### config.mk
export PLATFORM = sky130hd
export DESIGN_NAME = jpeg_restart_stuffing_framer
export DESIGN_NICKNAME = d
export VERILOG_FILES = /design/src/rtl/core/jrsf_pkg.sv /design/src/rtl/core/jpeg_restart_stuffing_framer.sv
export SDC_FILE = /design/constraint.sdc
export NUM_CORES = 1
export LEC_CHECK = 0
export BUFFER_PORTS_ARGS = -buffer_cell sky130_fd_sc_hd__buf_2
export CAP_MARGIN = 20
export CORE_ASPECT_RATIO = 0.6
export CORE_MARGIN = 2
export CORE_UTILIZATION = 53
export CTS_CLUSTER_DIAMETER = 30
export CTS_CLUSTER_SIZE = 8
export DETAILED_ROUTE_END_ITERATION = 12
export PLACE_DENSITY = 0.79
export SLEW_MARGIN = 5
export SYNTH_ARGS = -nofsm -noshare
export SYNTH_HDL_FRONTEND = slang
export SYNTH_SLANG_ARGS = --single-unit
### constraint.sdc
create_clock -name i_clk -period 2.3 [get_ports i_clk]
set_input_delay 0.23 -clock i_clk [delete_from_list [all_inputs] [get_ports i_clk]]
set_output_delay 0.23 -clock i_clk [all_outputs]
set_load 0.01 [all_outputs]
### src/rtl/core/jrsf_pkg.sv
// Shared types and constants for the JPEG restart/stuffing framer.
// No dependencies; imported by the framer, its checker and the testbench.
package jrsf_pkg;

    typedef enum logic [1:0] {
        OP_DATA  = 2'd0,
        OP_BLOCK = 2'd1,
        OP_END   = 2'd2,
        OP_NONE  = 2'd3
    } t_opcode;

    localparam logic [7:0] MARK_PREFIX = 8'hFF;
    localparam logic [7:0] STUFF_BYTE  = 8'h00;
    localparam logic [7:0] EOI_CODE    = 8'hD9;
    // RST0..RST7 share the upper five bits; the restart index fills the rest
    localparam logic [4:0] RST_BASE_HI = 5'b11010;

    localparam int QUEUE_DEPTH = 4;
    localparam int QAW         = $clog2(QUEUE_DEPTH);

    typedef struct packed {
        logic [7:0] out_byte;
        logic       frame_last;
    } t_result;

endpackage

### src/rtl/core/jpeg_restart_stuffing_framer.sv
// Top level of the JPEG restart/stuffing framer: command decode, marker state
// and a four-entry result queue. Depends on jrsf_pkg.

// Accepts one command item per cycle while o_ready is high and emits the
// composed scan bytes. A data item yields its byte (plus a stuffed 0x00 after
// 0xFF), a block item yields 0xFF RSTn for every block but the first of a
// frame, and an end-of-frame item yields 0xFF 0xD9 with o_frame_last on the
// 0xD9 byte. Results are produced in the cycle of acceptance into a four-byte
// queue, so items that make one byte flow at one per cycle while i_ready is
// high; two-byte items are limited by the output port. The input stalls only
// while the queue holds more than two bytes. With an empty queue, the first
// byte of an accepted item is valid at the output in the next cycle.
module jpeg_restart_stuffing_framer (
    input  logic       i_clk,
    input  logic       i_rst_n,
    input  logic       i_valid,
    output logic       o_ready,
    input  logic [1:0] i_opcode,
    input  logic [7:0] i_data_byte,
    output logic       o_valid,
    input  logic       i_ready,
    output logic [7:0] o_out_byte,
    output logic       o_frame_last
);
    import jrsf_pkg::*;

    t_result         r_queue [QUEUE_DEPTH];
    logic [QAW-1:0]  r_wr_ptr, n_wr_ptr;
    logic [QAW-1:0]  r_rd_ptr, n_rd_ptr;
    logic [QAW:0]    r_count, n_count;
    logic            r_seen_first, n_seen_first;
    logic [2:0]      r_rst_idx, n_rst_idx;

    logic            in_acc;
    logic            out_acc;
    logic [1:0]      num_res;
    t_result         res0, res1;
    t_opcode         op;

    assign op      = t_opcode'(i_opcode);
    assign o_ready = (r_count <= (QAW+1)'(QUEUE_DEPTH - 2));
    assign o_valid = (r_count != '0);
    assign in_acc  = i_valid && o_ready;
    assign out_acc = o_valid && i_ready;

    assign o_out_byte   = r_queue[r_rd_ptr].out_byte;
    assign o_frame_last = r_queue[r_rd_ptr].frame_last;

    always_comb begin
        num_res      = 2'd0;
        res0         = '{out_byte: MARK_PREFIX, frame_last: 1'b0};
        res1         = '{out_byte: STUFF_BYTE, frame_last: 1'b0};
        n_seen_first = r_seen_first;
        n_rst_idx    = r_rst_idx;
        unique case (op)
            OP_DATA: begin
                res0.out_byte = i_data_byte;
                num_res       = (i_data_byte == MARK_PREFIX) ? 2'd2 : 2'd1;
            end
            OP_BLOCK: begin
                if (r_seen_first) begin
                    res1.out_byte = {RST_BASE_HI, r_rst_idx};
                    num_res       = 2'd2;
                    n_rst_idx     = r_rst_idx + 3'd1;
                end else begin
                    n_seen_first = 1'b1;
                end
            end
            OP_END: begin
                res1         = '{out_byte: EOI_CODE, frame_last: 1'b1};
                num_res      = 2'd2;
                n_seen_first = 1'b0;
                n_rst_idx    = 3'd0;
            end
            default: begin
                // unused opcode: no output, state kept
            end
        endcase
    end

    always_comb begin
        n_wr_ptr = r_wr_ptr;
        n_rd_ptr = r_rd_ptr;
        n_count  = r_count;
        if (in_acc) begin
            n_wr_ptr = r_wr_ptr + QAW'(num_res);
            n_count  = n_count + (QAW+1)'(num_res);
        end
        if (out_acc) begin
            n_rd_ptr = r_rd_ptr + QAW'(1);
            n_count  = n_count - (QAW+1)'(1);
        end
    end

    always_ff @(posedge i_clk) begin
        if (!i_rst_n) begin
            r_wr_ptr     <= '0;
            r_rd_ptr     <= '0;
            r_count      <= '0;
            r_seen_first <= 1'b0;
            r_rst_idx    <= 3'd0;
        end else begin
            r_wr_ptr <= n_wr_ptr;
            r_rd_ptr <= n_rd_ptr;
            r_count  <= n_count;
            if (in_acc) begin
                r_seen_first <= n_seen_first;
                r_rst_idx    <= n_rst_idx;
            end
        end
    end

    always_ff @(posedge i_clk) begin
        if (in_acc) begin
            if (num_res != 2'd0) begin
                r_queue[r_wr_ptr] <= res0;
            end
            if (num_res == 2'd2) begin
                r_queue[r_wr_ptr + QAW'(1)] <= res1;
            end
        end
    end

endmodule

==> summary.txt <==
Status
  – Status: finished clean

Timing
  – Worst Tran Pin Value: 0.498 ns
  – Worst hold margin: 0.198 ns
  – Slew HR: 66.3%
  – Tmin final: 2.07 ns
  – Final worst slack: 0.230 ns
  – Fin crit share: 90.0%
  – Skew final: 0.00801 ns
  – Final hold violation count: 0
  – FMAX: 483 MHz
  – RSZ-0062 raised after global routing: false
  – Max Slew Vio Count: 0
  – Sum Neg Setup Slack: 0 ns
  – Final number of setup-violating endpoints: 0

Power
  – Maximum VDD drop: 0.342 mV
  – Pleak: 0.00117 uW
  – Pwr Density: 886 nW/um^2

GRT
  – Global-route usage over all layers: 24.1%
  – Global route overflow: 0
  – Antenna violations before repair: 0
  – Pin count of the biggest net entering global routing: 15
  – Vias in the first global route: 1941
  – First-pass GRT wire length: 10000 um

Floorplan
  – Initial Util: 56.7%
  – Cell Rows: 19
  – Die area: 5640 um^2
  – Die height: 59.0 um
  – DIE WIDTH: 95.6 um
  – Core box area: 4710 um^2
  – I/O pin count: 25

Critical path
  – Crit start category: flip-flop
  – Worst Path Class, Setup: flip-flop to flip-flop
  – Critical path data arrival time: 2.02 ns
  – Crit-path max FO: 8
  – Reg2reg setup slack: 0.23 ns
  – Required time worst endpoint: 2.25 ns
  – Crit end category: flip-flop

Layout
  – Antenna cells: 0
  – Synthesis-to-finish area growth: 14.6%
  – Fin nets: 294
  – Post-route non-filler standard cell count: 334
  – Layout cells sized above 1: 26.6%
  – Design area: 3060 um^2

Logic synthesis
  – Area leader, netlist: edfxtp_1
  – Synthesized net count: 252
  – Synthesis Warnings: 0
  – Post-synthesis cell area: 2670 um^2
  – Register area share after synthesis: 48.8%
  – Primary FF master, synth: edfxtp_1
  – Async set or reset register ratio after synthesis: 0%
  – Top cell type's share of synthesized area: 36.0%
  – Largest family of logic cells by synthesized area: compound AO/OA/AOI/OAI gates
  – Seq cells post-synth: 49
  – Adder-Cell Fraction of Synth Area: 4.97%
  – Number of library cell types mapped by synthesis: 47
  – Cells after Synth: 228
  – Post-synthesis mux area share: 10.5%
  – Syn_area_per_cell: 11.7 um^2
  – Xor and xnor area share after synthesis: 0.985%
  – Simple-gate share of the synthesized area: 13.4%
  – Compound-gate portion of the synthesized area: 16.8%
  – Post-synth EDFFs: 32
  – Top cells by area, synth: edfxtp_1 36%, dfxtp_1 13%, mux4_2 7.6%, o22ai_1 6.6%, ha_1 4.2%

Clocking
  – Num CTS Buffers: 5
  – CTS tree: done
  – Clock Latency Late Sink: 0.30 ns
  – H-tree depth: 2
  – Post_cts resized: 0
  – # hold bufs at CTS: 0
  – Clock Sinks: 49
  – Clock Pin Slew Worst Setup and Hold Paths: 0.09 ns
  – Post-CTS Setup Bufs: 0
  – Max Root-Sink Buffers: 2
  – Root Buffer: clkbuf_8

Placed design
  – DP Cell Count: 326
  – Placed Area: 2980 um^2
  – Number of I/O port buffers: 24
  – Pre-CTS setup slack: -0.00655 ns
  – DP HPWL: 4900 um
  – Routability cong.: 0.883

Route
  – Number of nets with antenna violations after routing: 0
  – DRC viols: 0
  – DR WL/cell: 18.7 um
  – Drt first pass iters: 6
  – Routed vias: 2061
  – Routed vias/inst: 6.17
  – Routed wire length: 6250 um
  – Iter 0 DRT Violations: 251

Flow run
  – Max cap viols: 0

Hold path
  – Hold Path Class: input pin to flip-flop
layer usage:
metal | part of all wire, % | routed length, um | GRT usage (%)
met1 | 44 | 2750 | 35.4
met2 | 43 | 2690 | 34.6
met3 | 12 | 743 | 9.09
met4 | 1.1 | 68 | 4.90
met5 | 0 | 0 | 0
sequential cells by signal, indices dropped and copies added, names as in the netlist, named ones only:
register	count
r_seen_first	1
r_wr_ptr	2
r_rst_idx	3
r_count	3
r_queue	36
r_rd_ptr	2
stage by stage:
stage | total power, uW | utilization [%]
2_1_floorplan | 1940 | -
3_3_place_gp | 2220 | 63.3
3_5_place_dp | 2250 | 63.3
4_1_cts | 2720 | 65.0
5_1_grt | 2870 | 65.0
6_report | 2710 | 65.0
cell type report:
type | count | area, um^2
clock inverter | 3 | 12.5
sequential | 49 | 1300
tap | 63 | 78.8
multi-input combinational | 152 | 1250
fill | 381 | 1650
inverter | 16 | 62.6
clock buffer | 5 | 68.8
timing repair buffer | 46 | 285
synth_stat cells, types with 2 or more instances:
library cell   n
a21o_1         2
mux2i_1        2
nand4_1        4
or3_1          3
buf_6          3
a21oi_1        8
xnor2_1        2
o22ai_1       28
clkbuf_1       6
and2_1         2
nor2b_1        8
a31oi_1        5
mux2_4         3
nand2b_1       5
ha_1           9
o2111ai_4      3
edfxtp_1      32
nor4_1         3
inv_1         15
nand2_1       14
nand3_1        7
nor2_1        14
o21ai_1        2
dfxtp_1       17
mux4_2         9
worst max-delay path, cell delays in order, from the launching register on:
cell,delay (ns)
dfxtp_1,0.43
nor2_1,0.26
nor4b_1,0.46
nand3_1,0.18
nand2_1,0.38
kinds of logic (layout without fill, tap and decap cells):
kind of cell | after synthesis | in the layout
AO/OA/AOI/OAI | 58 | 58
XOR/XNOR | 3 | 3
adder cells (fa/ha/maj) | 10 | 10
buffers and inverters | 27 | 70
flip-flops | 49 | 49
multiplexers | 15 | 15
AND/OR/NAND/NOR | 66 | 66
path summary, 6_finish.rpt:
kind	start	end	cells past startpoint
max	r_wr_ptr[1]	r_queue[1][7]	4
min	i_rst_n	r_count[1]	2
max reg2reg	r_wr_ptr[1]	r_queue[1][7]	4
min reg2reg	r_rst_idx[0]	r_rst_idx[0]	2
placed cells by master (no fill, tap or decap), drive strengths merged, types with 2 or more instances in the layout:
| master | Yosys | layout |
|---|---|---|
| clkbuf | 6 | 5 |
| clkinv | 0 | 3 |
| mux2 | 4 | 4 |
| nand2 | 14 | 14 |
| nor2 | 15 | 15 |
| edfxtp | 32 | 32 |
| o21ai | 3 | 3 |
| buf | 5 | 46 |
| nor2b | 9 | 9 |
| a21oi | 8 | 8 |
| o211ai | 2 | 2 |
| nand4 | 4 | 4 |
| dfxtp | 17 | 17 |
| inv | 16 | 16 |
| a21o | 2 | 2 |
| o2111ai | 4 | 4 |
| or3 | 3 | 3 |
| nor4 | 3 | 3 |
| xnor2 | 2 | 2 |
| and2 | 2 | 2 |
| nand3 | 7 | 7 |
| a31oi | 5 | 5 |
| ha | 9 | 9 |
| o22ai | 28 | 28 |
| nand2b | 5 | 5 |
| mux4 | 9 | 9 |
| mux2i | 2 | 2 |
report_power, final:
part / total [uW] / internal [uW] / switching, uW
clock network: 475 / 205 / 270
logic: 1040 / 491 / 545
registers: 1200 / 1090 / 105
(Power assumes the default switching activity.)
